<file path="src/prm_pkg.sv">
`timescale 1ns / 1ps
// ----------------------------------------------------------------------------
// prm_pkg: shared types and constants of the running average block
// frame geometry, fixed point weights, queue sizing and channel arithmetic
// ----------------------------------------------------------------------------
package prm_pkg;

  localparam int unsigned FRAME_WIDTH  = 320;
  localparam int unsigned FRAME_HEIGHT = 240;
  localparam int unsigned PIX_COUNT    = FRAME_WIDTH * FRAME_HEIGHT;
  localparam int unsigned POS_W        = $clog2(PIX_COUNT);
  localparam int unsigned FILL_W       = $clog2(PIX_COUNT + 1);

  localparam int unsigned CH_W   = 8;
  localparam int unsigned AVG_W  = 24;
  localparam int unsigned FRAC_W = 16;
  localparam int unsigned GAIN_W = 6;

  localparam logic [10:0]       W_NEW       = 11'd1311;
  localparam logic [15:0]       W_OLD       = 16'd64225;
  localparam logic [GAIN_W-1:0] MOTION_GAIN = 6'd50;

  localparam int unsigned QUEUE_DEPTH = 4;
  localparam int unsigned QPTR_W      = $clog2(QUEUE_DEPTH);
  localparam int unsigned QCNT_W      = $clog2(QUEUE_DEPTH + 1);

  typedef enum logic {
    MODE_AVERAGE = 1'b0,
    MODE_MOTION  = 1'b1
  } mode_e;

  typedef logic [POS_W-1:0]            pos_t;
  typedef logic [AVG_W-1:0]            avg_t;
  typedef logic [2:0][CH_W-1:0]        rgb_t;
  typedef logic [2:0][AVG_W-1:0]       avg_px_t;

  // lane 2 red, lane 1 green, lane 0 blue
  typedef struct packed {
    pos_t pos;
    logic last;
    rgb_t pix;
  } item_t;

  function automatic avg_t blend(logic [CH_W-1:0] x, avg_t old);
    logic [AVG_W+FRAC_W-1:0] prod_old;
    avg_t                    part_new;
    prod_old = (AVG_W + FRAC_W)'(old) * (AVG_W + FRAC_W)'(W_OLD);
    part_new = AVG_W'(x) * AVG_W'(W_NEW);
    return part_new + prod_old[AVG_W+FRAC_W-1:FRAC_W];
  endfunction

  function automatic logic [CH_W-1:0] motion(avg_t nv, avg_t old);
    avg_t                          diff;
    logic [AVG_W+GAIN_W-1:0]       prod;
    logic [AVG_W+GAIN_W-FRAC_W-1:0] scaled;
    diff   = (nv >= old) ? (nv - old) : (old - nv);
    prod   = (AVG_W + GAIN_W)'(diff) * (AVG_W + GAIN_W)'(MOTION_GAIN);
    scaled = prod[AVG_W+GAIN_W-1:FRAC_W];
    return (scaled > (AVG_W + GAIN_W - FRAC_W)'(255)) ? {CH_W{1'b1}} : scaled[CH_W-1:0];
  endfunction

endpackage

</file>
<file path="src/prm_fifo.sv">
`timescale 1ns / 1ps
// ----------------------------------------------------------------------------
// prm_fifo: short queue between intake and update pipeline
// lets either side stall without holding up the other
// ----------------------------------------------------------------------------
module prm_fifo (
  input  logic           clk_i,
  input  logic           rst_ni,
  input  logic           push_i,
  input  prm_pkg::item_t item_i,
  output logic           full_o,
  output logic           valid_o,
  output prm_pkg::item_t item_o,
  input  logic           pop_i
);

  prm_pkg::item_t                mem_q [prm_pkg::QUEUE_DEPTH];
  logic [prm_pkg::QPTR_W-1:0]    wr_ptr_q, rd_ptr_q;
  logic [prm_pkg::QCNT_W-1:0]    cnt_q, cnt_d;

  always_comb begin
    full_o  = (cnt_q == prm_pkg::QCNT_W'(prm_pkg::QUEUE_DEPTH));
    valid_o = (cnt_q != '0);
    item_o  = mem_q[rd_ptr_q];
    cnt_d   = cnt_q;
    if (push_i && !pop_i) begin
      cnt_d = cnt_q + prm_pkg::QCNT_W'(1);
    end else if (pop_i && !push_i) begin
      cnt_d = cnt_q - prm_pkg::QCNT_W'(1);
    end
  end

  always_ff @(posedge clk_i or negedge rst_ni) begin
    if (!rst_ni) begin
      wr_ptr_q <= '0;
      rd_ptr_q <= '0;
      cnt_q    <= '0;
    end else begin
      cnt_q <= cnt_d;
      if (push_i) begin
        wr_ptr_q <= wr_ptr_q + prm_pkg::QPTR_W'(1);
      end
      if (pop_i) begin
        rd_ptr_q <= rd_ptr_q + prm_pkg::QPTR_W'(1);
      end
    end
  end

  always_ff @(posedge clk_i) begin
    if (push_i) begin
      mem_q[wr_ptr_q] <= item_i;
    end
  end

endmodule

</file>
<file path="config.mk">
export PLATFORM = sky130hd
export DESIGN_NAME = prm_fifo
export DESIGN_NICKNAME = d
export VERILOG_FILES = /design/src/prm_pkg.sv /design/src/prm_fifo.sv
export SDC_FILE = /design/constraint.sdc
export NUM_CORES = 1
export LEC_CHECK = 0
export BUFFER_PORTS_ARGS = -buffer_cell sky130_fd_sc_hd__buf_2
export CAP_MARGIN = 10
export CELL_PAD_IN_SITES_DETAIL_PLACEMENT = 0
export CELL_PAD_IN_SITES_GLOBAL_PLACEMENT = 1
export CORE_ASPECT_RATIO = 1.25
export CORE_UTILIZATION = 46
export DETAILED_ROUTE_END_ITERATION = 6
export PLACE_DENSITY = 0.72
export SLEW_MARGIN = 20
export SYNTH_ARGS = -nofsm -noshare
export SYNTH_HDL_FRONTEND = slang
export SYNTH_SLANG_ARGS = --single-unit
</file>
<file path="constraint.sdc">
create_clock -name clk_i -period 2.3 [get_ports clk_i]
set_input_delay 0.23 -clock clk_i [delete_from_list [all_inputs] [get_ports clk_i]]
set_output_delay 0.23 -clock clk_i [all_outputs]
set_load 0.005 [all_outputs]
</file>
# Yosys cells after proc, flatten, opt, wreduce, memory -nomap -nowiden
# Memories as Yosys holds them, arrays and structs flattened.
# Cells that the tools add are included.
dict set report op_classes {
  addsub 4
  n_eq_ne 1
  muxes 4
  reduce_logical 6
}
# cell n
set ops {}
lappend ops {{3-bit two-way mux} 2}
lappend ops {{2-bit by 1-bit adder with 2-bit output, second input constant} 2}
lappend ops {{3-bit by 1-bit adder with 3-bit output, second input constant} 1}
lappend ops {{3-bit == test, second input constant} 1}
lappend ops {{3-bit nonzero test} 1}
lappend ops {{3-bit by 1-bit subtractor with 3-bit output, second input constant} 1}
lappend ops {{1-bit logical AND} 2}
lappend ops {{1-bit logical NOT} 2}
lappend ops {{1-bit two-way mux} 2}
lappend ops {{2-bit nonzero test} 1}
dict set report word_totals {
  regBits 7
  mem_bits_rw 168
  output_inout_bits 44
  elab_cells 19
  n_memories 1
}
# name depth word_bits rd rd_clocked_by_memory_dff write_ports line
set memory_table {}
lappend memory_table {mem_q 4 42 1 0 1 prm_fifo.sv:17} ;# prm_pkg::item_t mem_q [prm_pkg::QUEUE_DEPTH];

# Depth between registers and ports, before layout
# Gate-level depths: netlist of run 1.
dict set report logic_depth {
  ltp_word 4
  ltp_mapped 7
  mapped_depth_nobuf 7
}

# Worst setup path before layout of run 1
# Ideal clock, no wire load.
dict set report synth_path {
  kind {register -> register}
  from {register wr_ptr_q[0] in the netlist's numbering}
  to {memory mem_q[2][0] in the netlist's numbering (enable)}
  setup_time_ns 0.403
  t_arrival_ns 1.634
  required_ns 1.897
  path_slack_ns 0.263
  path_stages_with_launch 4
  n_path_buf 0
  cell_sequence {dfrtp_1 > inv_1 > ha_1 > and2_1}
}
# item line
set synth_rtl {}
lappend synth_rtl {{start, declared} prm_fifo.sv:18} ;# logic [prm_pkg::QPTR_W-1:0] wr_ptr_q, rd_ptr_q;
lappend synth_rtl {{start signal, assigned} prm_fifo.sv:41} ;# wr_ptr_q <= wr_ptr_q + prm_pkg::QPTR_W'(1);
lappend synth_rtl {{end, declared} prm_fifo.sv:17}
# Straight into the memory's write port.

==> out/results.txt, run 1 <==
result of the run = finished, final reports clean
Final Cycle Share = 88.8%
htree depth = 4
Clock Sinks = 175
total core area = 13800 µm²
number of global-route vias before repair = 3035
hold slack final = 0.0312 ns
Seq/Total Area, Yosys = 80.1%
power per cell area = 1240 nW/µm²
min-delay worst type = in2reg
floorplan row count = 48
Setup Viol. Count Final = 0
TritonCTS clock tree = yes
Non-Filler Cell Area, Final = 7770 µm²
vias after detailed routing = 2881
routability cong. = 0.649
IO buf count = 89
die area = 14600 µm²
GRT Residual Overflow = 0
wire per inst = 19.2 µm
commonest non-fill, non-tap cells in the layout = 168 x edfxtp_1, 89 x buf_2, 38 x mux4_2, 17 x clkbuf_16, 10 x buf_4
Distinct cells, synth = 19
# DRC = 0
TritonRoute pass-1 iters = 4
Max Cap Viol = 0
pin count of the biggest net entering global routing = 26
clock slew at reported path FFs = 0.06 ns
Cells after Synth = 254
cts repair resizes = 0
antenna-violating nets left = 0
Netlist Area Pre-Place = 6510 µm²
gr usage total = 15.8%
# nets final = 417
first-pass GRT wire length = 16.3 mm
Final HPWL DP = 6.41 mm
top fanout value on the critical path = 23
TNS Setup = 0 ns
register area = 5230 µm²
commonest non-fill, non-tap cell in the layout = edfxtp_1
Mean Syn Cell Area = 25.6 µm²
critical path data arrival time = 1.81 ns
DP Area = 7190 µm²
Slew headroom = 73.7%
Vias/cell = 5.19
syn_nets = 306
clock buffer depth = 2
Multi-input gate area = 1170 µm²
P_leak = 2.73 nW
Setup Skew = 0.00633 ns
synthesized flop and latch total = 175
Worst EP required = 2.07 ns
initial antenna violation count = 3
fin crit period = 2.04 ns
VDD IR max = 0.000700 V
Critical Path Start Type = flop
Starting Density = 47.2%
Die W = 108 µm
Final Hold Viols = 0
Routed WL = 10.7 mm
FMAX = 490 MHz
area delta synth->final = 19.3%
fillers = 1068
Setup Crit Path Kind = reg2out
Yosys warning total = 0
root cell of the clock tree = clkbuf_16
endpoint class of the critical path = primary output
Iter 0 DRT Violations = 181
Clock Latency Late Sink = 0.41 ns
ratio of cells with drive above 1 in the final layout = 46.3%
Die Ht = 135 µm
Final Slew Violations = 0
RSZ-0062 raised after global routing = no
Tightest Pin Transition = 0.395 ns
cts bufs inserted = 17
IO Pins = 90
==> state kept, by name (all words and copies together), names as in the netlist <==
signal	cells
rd_ptr_q	2
mem_q	168
cnt_q	3
wr_ptr_q	2
==> worst paths after layout <==
path | startpoint | endpoint | slack, ns | cells after the start
max in group asynchronous | rst_ni | rd_ptr_q[0] | 1.93 | 2
min in group asynchronous | rst_ni | rd_ptr_q[0] | 0.19 | 2
min | item_i[35] | mem_q[1][35] | 0.03 | 1
max reg2reg | wr_ptr_q[0] | mem_q[0][37] | 0.78 | 4
max | rd_ptr_q[0] | item_o[29] | 0.26 | 3
min reg2reg | cnt_q[2] | cnt_q[2] | 0.49 | 1
==> worst max-delay path: stages (launching register included) <==
cell and delay (ns):
dfrtp_4 0.44, buf_12 0.22, mux4_1 0.58, buf_2 0.14
==> repair_timing <==
item | CTS | global route
hold buffers | 1 | 0
hold endpoints to repair | 7 | 0
buffers inserted | 0 | 0
==> routing by layer <==
layer  wire length [µm]  GRT usage [%]  part of all wire [%]
met1               4250           19.3                    40
met5                 14              0                  0.13
met4                104           6.31                  0.98
met2               5790           26.2                    54
met3                501           4.58                   4.7
==> power by group <==
part	switching [mW]	total (mW)	leakage (nW)	internal, mW
sequential	0.168	4.35	1.62	4.18
clock	1.18	2.70	0.279	1.52
combinational	1.25	2.57	0.823	1.32
==> cells by family (layout without fill, tap and decap cells) <==
family                   Yosys count  after routing  synth area share [%]
AO/OA/AOI/OAI                      1              1                0.0768
XOR/XNOR                           6              6                 0.807
adder cells (fa/ha/maj)            6              6                  1.27
buffers and inverters             14            138                  2.02
flip-flops                       175            175                  80.1
multiplexers                      43             43                  14.9
other                              0              2                     0
AND/OR/NAND/NOR                    9              9                 0.768
==> Yosys cell counts <==
library cell,count,area share [%]
or3_1,1,0.096
mux4_2,38,13
xor2_1,4,0.54
buf_2,5,0.38
fa_1,1,0.31
dfrtp_1,7,2.7
buf_12,4,1.2
inv_1,4,0.23
ha_1,5,0.96
nand2_1,2,0.12
edfxtp_1,168,77
nor3b_1,1,0.12
mux4_1,4,1.6
xnor2_1,2,0.27
mux2_2,1,0.17
and2_1,4,0.38
nor2_1,1,0.058
o21ai_0,1,0.077
buf_6,1,0.17
==> layout make-up <==
| class | instances | share of cell area, % |
|---|---|---|
| flip-flops and latches | 175 | 67.3 |
| multi-input cells | 65 | 15.0 |
| repair buffers | 102 | 7.34 |
| clock buffers | 19 | 5.57 |
| well taps | 175 | 2.82 |
| clock inverters | 13 | 1.72 |
| inverters | 4 | 0.193 |
| diodes | 2 | 0.0644 |
==> stage by stage <==
step | utilization [%] | cells | power [mW] | setup WS [ns]
after global placement | 52.0 | 520 | 7.05 | 0.675
after detailed placement | 52.0 | 520 | 7.09 | 0.675
after global routing | 56.2 | 554 | 10.1 | 0.184
final | 56.2 | 555 | 9.63 | 0.257
after floorplan | - | 254 | 6.14 | 0.263
after CTS | 56.2 | 553 | 9.79 | 0.218
No activity file was read; power rests on OpenSTA's default activity.
==> inputs of run 2 (changes only) <==
--- a/config.mk
+++ b/config.mk
@@ -11,6 +11,7 @@
 export CELL_PAD_IN_SITES_GLOBAL_PLACEMENT = 1
 export CORE_ASPECT_RATIO = 1.25
 export CORE_UTILIZATION = 46
+export CTS_BUF_LIST = sky130_fd_sc_hd__clkbuf_4
 export DETAILED_ROUTE_END_ITERATION = 6
 export PLACE_DENSITY = 0.72
 export SLEW_MARGIN = 20
==> run 2 against run 1 <==
Register-to-register slack hardly changed. Die area unchanged. Setup slack lost 0.13 ns. Core utilization grew 1.2 points. Via count increased by 5.7%. Final cell count increased by 8.3%. First-iteration DRC count fell by 13%. Critical path depth stayed put. Wire length grew 0.96%. Clock skew is 0.0086 ns higher. Clock power is 40% lower. Combinational power rose by 3%. Largest cell class unchanged. Highest routed layer is now met4.
==> out/results.txt, run 2 (synthesized netlist as in run 1, its figures left out) <==
total core area = 13800 µm² (unchanged)
Final Slew Violations = 0 (unchanged)
pre-CTS WS = 0.675 ns (unchanged)
TritonCTS clock tree = yes
R2R setup slack = 0.79 ns (about the same)
Vias/cell = 5.06 (-2.4%)
VDD IR max = 0.000689 V (-1.6%)
Largest Register = mem_q
Placed Cells incl. Taps = 520 (unchanged)
root cell of the clock tree = clkbuf_4
result of the run = finished, final reports clean
area delta synth->final = 21.7%
FF-to-FF End = mem_q[0][40]
TritonRoute pass-1 iters = 4 (unchanged)
P_leak = 2.78 nW (+2.2%)
cts bufs inserted = 17 (unchanged)
Max Cap Viol = 0 (unchanged)
wire per inst = 17.9 µm (-6.8%)
hold path start = pop_i
Final HPWL DP = 6.41 mm (unchanged)
Clock Latency Late Sink = 0.52 ns (+0.11 ns)
IO buf count = 89 (unchanged)
Critical Path Start Type = flop
Starting Density = 47.2% (unchanged)
RSZ-0062 raised after global routing = yes
floorplan row count = 48 (unchanged)
DP Area = 7190 µm² (unchanged)
commonest non-fill, non-tap cells in the layout = 168 x edfxtp_1, 89 x buf_2, 46 x dlygate4sd3_1, 39 x mux4_2, 19 x clkbuf_4
# DRC = 0 (unchanged)
Die Ht = 135 µm (unchanged)
number of global-route vias before repair = 3170 (+4.4%)
Clock Sinks = 175 (unchanged)
critical path data arrival time = 1.94 ns (+0.13 ns)
IO Pins = 90 (unchanged)
Routed WL = 10.8 mm (+0.96%)
initial antenna violation count = 3 (unchanged)
# nets final = 462 (+11%)
GRT Residual Overflow = 0 (unchanged)
crit path cell chain = buf_12 -> mux4_1 -> buf_2
clock buffer depth = 2 (unchanged)
CP peak stage delay = 0.58 ns (about the same)
WHS Path Cells = 3 (+2)
R2R cell count = 4 (unchanged)
commonest non-fill, non-tap cell in the layout = edfxtp_1
Setup Skew = 0.0150 ns (+0.00865 ns)
Hold Path Sink = rd_ptr_q[0]
vias after detailed routing = 3044 (+5.7%)
routability cong. = 0.649 (unchanged)
hold slack final = 0.441 ns (+0.410 ns)
Worst EP required = 2.07 ns (about the same)
Final Hold Viols = 0 (unchanged)
Setup Crit Path Kind = reg2out
FMAX = 460 MHz (-6.1%)
htree depth = 4 (unchanged)
Final Util = 57.4% (+1.2 points)
Setup Viol. Count Final = 0 (unchanged)
fin crit period = 2.17 ns (+0.132 ns)
top flop regs = mem_q x168, cnt_q x3
Die W = 108 µm (unchanged)
top fanout value on the critical path = 23 (unchanged)
ratio of cells with drive above 1 in the final layout = 42.1% (-4.2 points)
Final Cycle Share = 94.5% (+5.7 points)
min-delay worst type = in2reg
antenna-violating nets left = 0 (unchanged)
Tightest Pin Transition = 0.392 ns (-0.00349 ns)
die area = 14600 µm² (unchanged)
endpoint class of the critical path = primary output
Slew headroom = 73.9% (+0.23 points)
worst path bufs/invs = 2 (unchanged)
pin count of the biggest net entering global routing = 26 (unchanged)
Non-Filler Instances = 601 (+8.3%)
power per cell area = 1090 nW/µm² (-12%)
Iter 0 DRT Violations = 158 (-13%)
first-pass GRT wire length = 16.8 mm (+3.2%)
Largest delay share family, worst path = multiplexers
Critical-path top delay cell = mux4_1
TNS Setup = 0 ns (unchanged)
clock slew at reported path FFs = 0.13 ns (+0.07 ns)
Total Power = 8.60 mW (-11%)
max reg flops = 168 (unchanged)
Worst R2R Start = wr_ptr_q[0]
fillers = 1085 (+1.6%)
gr usage total = 16.2% (+0.43 points)
Non-Filler Cell Area, Final = 7930 µm² (+2.0%)
Setup WS post-layout = 0.126 ns (-0.132 ns)
[run 2: metal layers]
layer / vias up / track usage [%] / routed length (µm)
met4: 0 / 6.01 / 130
met3: 8 / 4.78 / 456
met5: - / 0 / 0
met2: 75 / 26.7 / 5770
met1: 1571 / 20.3 / 4410
li1: 1390 / - / -
[run 2: repair_timing]
item                                   4_1_cts  5_1_grt
setup buffers                                0        0
endpoints found under the hold margin      179        0
setup endpoints to repair                    0        2
hold buffers                                46        0
resized for setup                            0        1
[run 2: worst max-delay path by stage]
| stage | cells after the start | start | slack [ns] | to |
|---|---|---|---|---|
| detailed placement | 3 | rd_ptr_q[0] | 0.67 | item_o[29] |
| CTS | 3 | rd_ptr_q[0] | 0.03 | item_o[38] |
| finish | 3 | rd_ptr_q[0] | 0.13 | item_o[29] |
| global placement | 3 | rd_ptr_q[0] | 0.68 | item_o[38] |
| global route | 3 | rd_ptr_q[0] | -0.005 | item_o[29] |
| floorplan | 3 | wr_ptr_q[0] | 0.26 | mem_q[2][0] |
[run 2: report_power, final]
part | total, mW | internal, mW | switching (mW) | leakage (nW)
Combinational | 2.64 | 1.38 | 1.26 | 1.01
Clock | 1.62 | 0.591 | 1.03 | 0.154
Sequential | 4.34 | 4.17 | 0.168 | 1.62
Total | 8.60 | 6.14 | 2.46 | 2.78
[run 2: worst min-delay path, delay by kind of cell]
family,cells,cell delay (ns)
buffers and inverters,2,0.64
XOR/XNOR,1,0.07
[run 2: layout make-up]
class | count | area, µm² | area share, %
sequential | 175 | 5230 | 65.9
multi-input combinational | 65 | 1160 | 14.7
timing repair buffer | 147 | 1020 | 12.9
tap | 175 | 219 | 2.76
clock buffer | 19 | 143 | 1.80
clock inverter | 13 | 134 | 1.69
inverter | 4 | 15.0 | 0.189
antenna | 3 | 7.51 | 0.0947
