File: src/prm_pkg.sv
`timescale 1ns / 1ps
// ----------------------------------------------------------------------------
// prm_pkg: shared types and constants of the running average block
// frame geometry, fixed point weights, queue sizing and channel arithmetic
// ----------------------------------------------------------------------------
package prm_pkg;

  localparam int unsigned FRAME_WIDTH  = 320;
  localparam int unsigned FRAME_HEIGHT = 240;
  localparam int unsigned PIX_COUNT    = FRAME_WIDTH * FRAME_HEIGHT;
  localparam int unsigned POS_W        = $clog2(PIX_COUNT);
  localparam int unsigned FILL_W       = $clog2(PIX_COUNT + 1);

  localparam int unsigned CH_W   = 8;
  localparam int unsigned AVG_W  = 24;
  localparam int unsigned FRAC_W = 16;
  localparam int unsigned GAIN_W = 6;

  localparam logic [10:0]       W_NEW       = 11'd1311;
  localparam logic [15:0]       W_OLD       = 16'd64225;
  localparam logic [GAIN_W-1:0] MOTION_GAIN = 6'd50;

  localparam int unsigned QUEUE_DEPTH = 4;
  localparam int unsigned QPTR_W      = $clog2(QUEUE_DEPTH);
  localparam int unsigned QCNT_W      = $clog2(QUEUE_DEPTH + 1);

  typedef enum logic {
    MODE_AVERAGE = 1'b0,
    MODE_MOTION  = 1'b1
  } mode_e;

  typedef logic [POS_W-1:0]            pos_t;
  typedef logic [AVG_W-1:0]            avg_t;
  typedef logic [2:0][CH_W-1:0]        rgb_t;
  typedef logic [2:0][AVG_W-1:0]       avg_px_t;

  // lane 2 red, lane 1 green, lane 0 blue
  typedef struct packed {
    pos_t pos;
    logic last;
    rgb_t pix;
  } item_t;

  function automatic avg_t blend(logic [CH_W-1:0] x, avg_t old);
    logic [AVG_W+FRAC_W-1:0] prod_old;
    avg_t                    part_new;
    prod_old = (AVG_W + FRAC_W)'(old) * (AVG_W + FRAC_W)'(W_OLD);
    part_new = AVG_W'(x) * AVG_W'(W_NEW);
    return part_new + prod_old[AVG_W+FRAC_W-1:FRAC_W];
  endfunction

  function automatic logic [CH_W-1:0] motion(avg_t nv, avg_t old);
    avg_t                          diff;
    logic [AVG_W+GAIN_W-1:0]       prod;
    logic [AVG_W+GAIN_W-FRAC_W-1:0] scaled;
    diff   = (nv >= old) ? (nv - old) : (old - nv);
    prod   = (AVG_W + GAIN_W)'(diff) * (AVG_W + GAIN_W)'(MOTION_GAIN);
    scaled = prod[AVG_W+GAIN_W-1:FRAC_W];
    return (scaled > (AVG_W + GAIN_W - FRAC_W)'(255)) ? {CH_W{1'b1}} : scaled[CH_W-1:0];
  endfunction

endpackage

File: src/prm_if.sv
`timescale 1ns / 1ps
// ----------------------------------------------------------------------------
// prm_if: channel interfaces of the running average block
// pixel input, result output and mode register write channels
// ----------------------------------------------------------------------------
interface prm_pix_if;
  logic       valid;
  logic       ready;
  logic       frame_start;
  logic [7:0] red_in;
  logic [7:0] green_in;
  logic [7:0] blue_in;

  modport source (output valid, frame_start, red_in, green_in, blue_in, input ready);
  modport sink   (input valid, frame_start, red_in, green_in, blue_in, output ready);
endinterface


File: src/prm_front.sv
`timescale 1ns / 1ps
// ----------------------------------------------------------------------------
// prm_front: pixel intake and position tracking
// tags each accepted pixel with its frame position and end of frame flag
// ----------------------------------------------------------------------------
module prm_front (
  input  logic           clk_i,
  input  logic           rst_ni,
  prm_pix_if.sink        in_i,
  input  logic           q_full_i,
  output logic           push_o,
  output prm_pkg::item_t item_o
);

  prm_pkg::pos_t pos_q, pos_d;
  prm_pkg::pos_t pos_cur;
  logic          last;

  always_comb begin
    pos_cur    = in_i.frame_start ? '0 : pos_q;
    last       = (pos_cur == prm_pkg::POS_W'(prm_pkg::PIX_COUNT - 1));
    in_i.ready = !q_full_i;
    push_o     = in_i.valid && !q_full_i;
    item_o.pos = pos_cur;
    item_o.last = last;
    item_o.pix = {in_i.red_in, in_i.green_in, in_i.blue_in};
    pos_d      = pos_q;
    if (push_o) begin
      pos_d = last ? '0 : pos_cur + prm_pkg::POS_W'(1);
    end
  end

  always_ff @(posedge clk_i or negedge rst_ni) begin
    if (!rst_ni) begin
      pos_q <= '0;
    end else begin
      pos_q <= pos_d;
    end
  end

endmodule

File: src/flat_wrapper.sv
// flat-port wrapper written by rule: the top's interface ports become plain ports
module prm_front_flat 
  (clk_i, rst_ni, q_full_i, push_o, item_o, in_i_valid, in_i_frame_start, in_i_red_in, in_i_green_in, in_i_blue_in, in_i_ready);
  prm_pix_if in_i_i ();
  input  logic clk_i;
  input  logic rst_ni;
  input  logic q_full_i;
  output logic push_o;
  output prm_pkg::item_t item_o;
  input wire logic [$bits(in_i_i.valid)-1:0] in_i_valid;
  input wire logic [$bits(in_i_i.frame_start)-1:0] in_i_frame_start;
  input wire logic [$bits(in_i_i.red_in)-1:0] in_i_red_in;
  input wire logic [$bits(in_i_i.green_in)-1:0] in_i_green_in;
  input wire logic [$bits(in_i_i.blue_in)-1:0] in_i_blue_in;
  output wire logic [$bits(in_i_i.ready)-1:0] in_i_ready;
  assign in_i_i.valid = in_i_valid;
  assign in_i_i.frame_start = in_i_frame_start;
  assign in_i_i.red_in = in_i_red_in;
  assign in_i_i.green_in = in_i_green_in;
  assign in_i_i.blue_in = in_i_blue_in;
  assign in_i_ready = in_i_i.ready;
  prm_front u_core (.clk_i(clk_i), .rst_ni(rst_ni), .in_i(in_i_i), .q_full_i(q_full_i), .push_o(push_o), .item_o(item_o));
endmodule
File: config.mk
export PLATFORM = sky130hd
export DESIGN_NAME = prm_front_flat
export DESIGN_NICKNAME = d
export VERILOG_FILES = /design/src/prm_pkg.sv /design/src/prm_if.sv /design/src/prm_front.sv /design/src/flat_wrapper.sv
export SDC_FILE = /design/constraint.sdc
export NUM_CORES = 1
export LEC_CHECK = 0
export BUFFER_PORTS_ARGS = -buffer_cell sky130_fd_sc_hd__buf_2
export CAP_MARGIN = 15
export CORE_MARGIN = 3
export CORE_UTILIZATION = 45
export DETAILED_ROUTE_END_ITERATION = 16
export GPL_TIMING_DRIVEN = 0
export PLACE_DENSITY = 0.8
export SETUP_SLACK_MARGIN = 0.2
export SLEW_MARGIN = 30
export SYNTH_ARGS = -nofsm -noshare
export SYNTH_HDL_FRONTEND = slang
export SYNTH_SLANG_ARGS = --single-unit
File: constraint.sdc
create_clock -name clk_i -period 4.9 [get_ports clk_i]
set_clock_uncertainty 0.15 [all_clocks]
set_input_delay 0.735 -clock clk_i [delete_from_list [all_inputs] [get_ports clk_i]]
set_output_delay 0.735 -clock clk_i [all_outputs]
set_load 0.01 [all_outputs]
# Word-level counts from Yosys, hierarchy flattened
# Index checks and enable logic that the tools add are counted.
# word_totals
register_bits	17
out_inout_bits	44
word_cells	7
# op_classes
addsub	1
eq_ne	1
mux	2
reduce_logical	2
# ops
operator	n
2-to-1 mux 17 bit	2
adder 17 x 1 -> 17 bit, second input constant	1
== test 17 bit, second input constant	1
logical AND 1 bit	1
zero test 1 bit	1

# Longest topological paths before layout
# Gate-level depths: netlist of run 1.
# depth
depth_word	3
ltp_mapped	9
ltp_nobuf	6

# Least setup slack after synthesis of run 1
# Ideal clock, no wire load.
# synth_path
kind	input port to output port
from	input port in_i_frame_start
to	output port item_o[24] (netlist name)
t_arrival_ns	2.262
slack_ns	1.753
path_stages	9
path_buffers	4
cell_sequence	clkbuf_1 > buf_2 > nor2b_1 > ha_1 > and4_1 > buf_6 > and2_1 > and3_1 > buf_4
# synth_between
elab_chain_cells	2
# synth_rtl
element	line	text
start: declaration	flat_wrapper.sv:11	input wire logic [$bits(in_i_i.frame_start)-1:0] in_i_frame_start;
2-to-1 mux 17 bit	prm_front.sv:20	pos_cur = in_i.frame_start ? '0 : pos_q;
== test 17 bit	prm_front.sv:21	last = (pos_cur == prm_pkg::POS_W'(prm_pkg::PIX_COUNT - 1));
end: declaration	flat_wrapper.sv:9	output prm_pkg::item_t item_o;
# No other way between the ends.

# Worst setup path after layout of run 1
# Ends and elaborated chain as after synthesis.

==> flow_metrics.tcl, run 1 <==
set metrics [dict create \
    status "complete, no violations" \
    required_ns 4.01 \
    startpoint_type "input pin" \
    clk_path_buf_depth 2 \
    slew_headroom 0.645 \
    die_x_um 61.6 \
    antenna_found_initial 0 \
    synth_area_leaders "dfrtp_1 31%, buf_4 14%, nor2b_1 7.6%" \
    postPlaceCellArea_sq_um 1670 \
    postCtsHoldBufs 0 \
    multi_input_area_sq_um 711 \
    synthCells 166 \
    drive_gt1_frac 0.417 \
    post_cts_resize_count 0 \
    path_cells "buf_2 > clkbuf_1 > buf_2 > nor2b_1 > ha_1 > and4_1 > buf_6 > and2_1 > and3_1 > buf_4 > buf_2" \
    p_leak_uw 0.000904 \
    die_y_um 61.6 \
    ys_ff_latch 17 \
    crit_fanout 10 \
    final.setup.tns_ns 0 \
    synth_compound_area_frac 0.132 \
    netlist_area_sq_um 1390 \
    synth_nets 196 \
    fmax_ghz 0.272 \
    cts_buffers 3 \
    top_register "u_core.pos_q" \
    cts-root-buf "clkbuf_4" \
    seqCellArea_sq_um 425 \
    grt.total_usage 0.184 \
    yosysUniqueCellTypes 41 \
    rows 19 \
    drtIter0Drc 47 \
    hold_viol 0 \
    coreArea_sq_um 2850 \
    synth-simple-area-share 0.334 \
    pin_count 73 \
    max_slew.worst_pin.slew_ns 0.532 \
    grt_pass1_vias 1211 \
    ys_async_sr_fraction 1.00 \
    fin_crit_sh 0.751 \
    arrival_ns 2.80 \
    grt_pass1_wl_um 5310 \
    synth_area_leader_cell "dfrtp_1" \
    yosys.area.top_type_share 0.306 \
    maxCapViolCount 0 \
    largest_register_ffs 17 \
    via_per_inst 5.44 \
    ys_warn_count 0 \
    peakVddDrop_uv 147 \
    dp.cells 245 \
    io_buffers 48 \
    rsz0062_at_grt "no" \
    critPathKind "input pin to output pin" \
    avgSynthCellArea_sq_um 8.38 \
    wl_um 3250 \
    fin_util 0.595 \
    gp_congestion 0.829 \
    cp_num_buf_inv 6 \
    drt-pass1-iter-count 4 \
    cp_slowest_cell "clkbuf_1" \
    detailroute.via_count 1355 \
    synth_fa_ha_area_frac 0.00899 \
    cts_tree "done" \
    dieArea_sq_um 3800 \
    slowest_delay_ns 0.34 \
    start_util 0.488 \
    ys_seq_area_frac 0.306 \
    power_density_nw_per_um2 200 \
    worst_hold_slack_ns 0.181 \
    min_period_ns 3.68 \
    synth_top_family_by_area "simple AND/OR/NAND/NOR gates" \
    fillerInstances 276 \
    yosysMostFrequentCell "buf_4" \
    antenna_cells 0 \
    wl_per_cell_um 13.1 \
    synthFlopType "dfrtp_1" \
    cts-htree-levels 1 \
    grt.overflow.total 0 \
    endpoint_kind "output pin" \
    place_hpwl_um 2480 \
    synth_xor_area_frac 0 \
    synth_edf_count 0 \
    clk_pin_slew_ns 0.12 \
    grt_max_degree 18 \
    synth.area.mux_share 0.0360 \
    hp-class "input pin to asynchronous set/reset pin" \
    cpLargestDelayFamily "buffers and inverters" \
    cpMostUsedCell "buf_2" \
    clkSinkCount 17 \
    cts_setup_buffers 0 \
    reg.largest.list "u_core.pos_q (17)" \
    final_nets 249 \
    clk_latency_ns 0.31 \
    final_cells 249 \
    slew_viol_final 0 \
    synth_common_cells "26 x buf_4, 20 x nand2_1, 17 x dfrtp_1, 17 x nor2b_1, 13 x o21ai_0" \
    post-route-cell-area_sq_um 1700 \
    syn2layout_area_growth_pct 22.0 \
    antenna_left 0 \
    finalSetupViolCount 0 \
    post-route-drc-count 0 \
]
## logic make-up after synthesis
group,after synthesis
AND/OR/NAND/NOR,76
buffers and inverters,39
AO/OA/AOI/OAI,28
flip-flops,17
multiplexers,5
adder cells (fa/ha/maj),1
## through the flow
stage,total power (uW),worst slack (ns)
6_report,340,1.22
5_1_grt,358,1.05
4_1_cts,340,1.19
3_5_place_dp,262,1.20
3_3_place_gp,260,1.19
2_1_floorplan,228,1.75
## final cells by class
cell class | count | area share
Timing Repair Buffer | 48 | 0.141
Sequential cell | 17 | 0.251
Buffer | 35 | 0.141
Clock inverter | 1 | 0.00295
Clock buffer | 3 | 0.0133
Multi-Input combinational cell | 110 | 0.419
Inverter | 4 | 0.00884
Tap cell | 31 | 0.0228
## worst reg2reg max path: stages, from the launching register on
cell and delay [ns]:
dfrtp_1 0.42, nor2b_1 0.17, ha_1 0.26, and4_1 0.22, buf_6 0.13, and2_1 0.16, a31o_2 0.32, o31ai_2 0.22
## worst paths after layout
kind	from	endpoint	slack, ns	depth (start not counted)
hold reg to reg	u_core.pos_q[0]	u_core.pos_q[0]	0.39	2
min in group clk_i	u_core.pos_q[0]	u_core.pos_q[0]	0.39	2
setup reg to reg	u_core.pos_q[0]	u_core.pos_q[7]	2.78	7
max in group asynchronous	rst_ni	u_core.pos_q[0]	4.13	1
setup / recovery	in_i_frame_start	item_o[24]	1.22	11
hold / removal	rst_ni	u_core.pos_q[5]	0.18	1
## where the power goes
group	internal, uW	switching (uW)
combinational	43.8	43.5
sequential	153	18.5
clock	30.5	51.2
total	227	113
## per-layer routing
layer	up-vias	GRT usage	wire [um]
li1	661	-	-
met1	620	0.246	1500
met2	70	0.291	1420
met3	4	0.0419	283
met4	0	0.0636	49
met5	-	0	0
## cell usage in the layout (no fill, tap or decap), drive strengths merged, types with 3 or more instances in the layout
master and n:
nor2 5, o211ai 3, buf 77, nand4 6, dfrtp 17, nor2b 17, mux2i 5, and4 4
nand2 20, o31ai 5, a21oi 3, nand3 4, o21ai 13, clkbuf 9, inv 4
Power figures use the tool's default switching activity.
==> inputs of run 2 (changes only) <==
--- a/config.mk
+++ b/config.mk
@@ -5,13 +5,14 @@
 export SDC_FILE = /design/constraint.sdc
 export NUM_CORES = 1
 export LEC_CHECK = 0
+export ABC_AREA = 1
 export BUFFER_PORTS_ARGS = -buffer_cell sky130_fd_sc_hd__buf_2
 export CAP_MARGIN = 15
 export CORE_MARGIN = 3
 export CORE_UTILIZATION = 45
 export DETAILED_ROUTE_END_ITERATION = 16
 export GPL_TIMING_DRIVEN = 0
-export PLACE_DENSITY = 0.8
+export PLACE_DENSITY = 0.79
 export SETUP_SLACK_MARGIN = 0.2
 export SLEW_MARGIN = 30
 export SYNTH_ARGS = -nofsm -noshare
==> constraint.sdc (replaced) <==
create_clock -name clk_i -period 3.4 [get_ports clk_i]
set_clock_uncertainty 0.15 [all_clocks]
set_input_delay 0.51 -clock clk_i [delete_from_list [all_inputs] [get_ports clk_i]]
set_output_delay 0.51 -clock clk_i [all_outputs]
set_load 0.01 [all_outputs]
==> run 2 against run 1 <==
Compared with the run above:
- global-route usage is 0.98 points lower
- register-to-register slack worse by 1.3 ns
- utilization is 1.2 points lower
- sequential power is 27% higher
- cell count is 24% higher
- first-iteration DRC count is 83% higher
- power is 27% higher
- critical endpoint unchanged
- highest routed layer unchanged
==> flow_metrics.tcl, run 2 <==
set metrics [dict create \
    syn2layout_area_growth_pct 22.4 \
    route.met3.wl_um 232 \
    synth_fa_ha_area_frac 0.00847 \
    netlist_area_sq_um 1480 \
    min_period_ns 2.66 \
    finalSetupViolCount 0 \
    clk_latency_ns 0.29 \
    largest_register_ffs 17 \
    maxCapViolCount 0 \
    antenna_found_initial 0 \
    ys_ff_latch 17 \
    detailroute.via_count 1468 \
    ys_seq_area_frac 0.288 \
    ys_warn_count 0 \
    critPathKind "input pin to output pin" \
    max_slew.worst_pin.slew_ns 0.523 \
    hp-class "flip-flop to flip-flop" \
    gp_congestion 0.858 \
    post-route-drc-count 0 \
    top_register "u_core.pos_q" \
    cts_setup_buffers 0 \
    arrival_ns 2.00 \
    synth_nets 243 \
    crit_fanout 10 \
    yosysMostFrequentCell "nand2_1" \
    ys_async_sr_fraction 1.00 \
    endpoint_kind "output pin" \
    die_y_um 63.3 \
    pin_count 73 \
    final.setup.tns_ns 0 \
    wl_met1_um 1590 \
    grt_pass1_wl_um 5580 \
    layout_common_cells "60 x nand2_1, 48 x buf_2, 25 x buf_4" \
    rsz0062_at_grt "no" \
    startpoint_type "input pin" \
    synth.area.mux_share 0 \
    grt.overflow.total 0 \
    yosys.area.top_type_share 0.288 \
    layout_setup_ws_ns 0.742 \
    reg.largest.list "u_core.pos_q (17)" \
    wl_per_cell_um 11.3 \
    wl_um 3500 \
    drtIter0Drc 86 \
    synth_compound_area_frac 0.0423 \
    cts-root-buf "clkbuf_4" \
    rows 20 \
    postCtsHoldBufs 1 \
    pre_cts_ws_ns 0.750 \
    clkSinkCount 17 \
    post_cts_resize_count 0 \
    synth_top_family_by_area "simple AND/OR/NAND/NOR gates" \
    slew_viol_final 0 \
    final_nets 297 \
    clk_path_buf_depth 2 \
    clk_pin_slew_ns 0.10 \
    grt.total_usage 0.174 \
    cts_buffers 3 \
    cts_tree "done" \
    layout_commonest_cell "nand2_1" \
    synth_common_cells "60 x nand2_1, 25 x buf_4, 22 x nand3_1" \
    grt_pass1_vias 1279 \
    fmax_ghz 0.376 \
    drt-pass1-iter-count 4 \
    antenna_cells 0 \
    slew_headroom 0.652 \
    power_density_nw_per_um2 239 \
    grt_max_degree 18 \
    antenna_left 0 \
    hold_viol 0 \
    status "complete, no violations" \
    drive_gt1_frac 0.387 \
    cts-htree-levels 1 \
    via_per_inst 4.74 \
    synth-simple-area-share 0.423 \
    die_x_um 63.3 \
    synthFlopType "dfrtp_1" \
    required_ns 2.74 \
    coreArea_sq_um 3100 \
    synth_area_leaders "dfrtp_1 29%, nand2_1 15%, buf_4 13%" \
    synth_area_leader_cell "dfrtp_1" \
    met2_length_um 1620 \
    p_leak_uw 0.000976 \
    dieArea_sq_um 4010 \
    io_buffers 48 \
    synthCells 213 \
    synth_xor_area_frac 0.0237 \
    peakVddDrop_uv 131 \
    place_hpwl_um 2780 \
    synth_edf_count 0 \
    yosysUniqueCellTypes 25 \
    start_util 0.476 \
    routed.top_layer "met4" \
    fin_crit_sh 0.782 \
    avgSynthCellArea_sq_um 6.94 \
]
-- run 2: final timing paths --
kind | to | from | slack (ns) | cells after the start
worst max-delay path | item_o[24] | in_i_frame_start | 0.74 | 10
worst min-delay path | u_core.pos_q[13] | u_core.pos_q[13] | 0.35 | 2
worst max register to register | u_core.pos_q[1] | u_core.pos_q[0] | 1.49 | 10
worst min register to register | u_core.pos_q[13] | u_core.pos_q[13] | 0.35 | 2
max in group asynchronous | u_core.pos_q[8] | rst_ni | 2.29 | 2
min in group asynchronous | u_core.pos_q[9] | rst_ni | 0.52 | 2
-- run 2: metrics by stage --
step           hold WS [ns]  instance area [sq um]  power [uW]  utilization  std cells
2_1_floorplan        0.0644                   1480         289            -        213
3_3_place_gp          0.311                   1770         323        0.571        305
3_5_place_dp          0.310                   1770         326        0.571        305
4_1_cts               0.345                   1810         436        0.583        310
5_1_grt               0.370                   1810         453        0.583        310
6_report              0.346                   1810         432        0.583        310
-- run 2: power breakdown --
part	switching [uW]	total, uW	internal (uW)	leakage [uW]
Clock	65.0	111	45.7	0.0000150
Combinational	55.9	103	47.3	0.000728
Sequential	8.42	218	210	0.000233
-- run 2: worst max-delay path, cell delays in order --
cell     delay [ns]
buf_2          0.11
buf_6          0.14
nor2_1         0.19
ha_1           0.31
nand3_4        0.10
nor2_2         0.13
nand3_2        0.13
nor2_4         0.14
buf_4          0.12
buf_2          0.11
-- run 2: layer usage --
| metal | global-route usage | vias up |
|---|---|---|
| met4 | 0.0674 | 0 |
| met1 | 0.226 | 654 |
| met3 | 0.0339 | 5 |
| met5 | 0 | - |
| li1 | - | 749 |
| met2 | 0.286 | 60 |
-- run 2: logic make-up (layout without fill, tap and decap cells) --
kind of cell,Yosys count,after routing
flip-flops,17,17
buffers and inverters,53,106
AND/OR/NAND/NOR,126,126
AO/OA/AOI/OAI,12,12
XOR/XNOR,4,4
adder cells (fa/ha/maj),1,1
-- run 2: final cells by class --
cell class                      instances  area, sq um
Fill cell                             313         1290
Multi-Input combinational cell        143          736
Sequential cell                        17          425
Timing Repair Buffer                   49          250
Buffer                                 28          223
Inverter                               25         93.8
Tap cell                               44         55.1
Clock buffer                            4         26.3
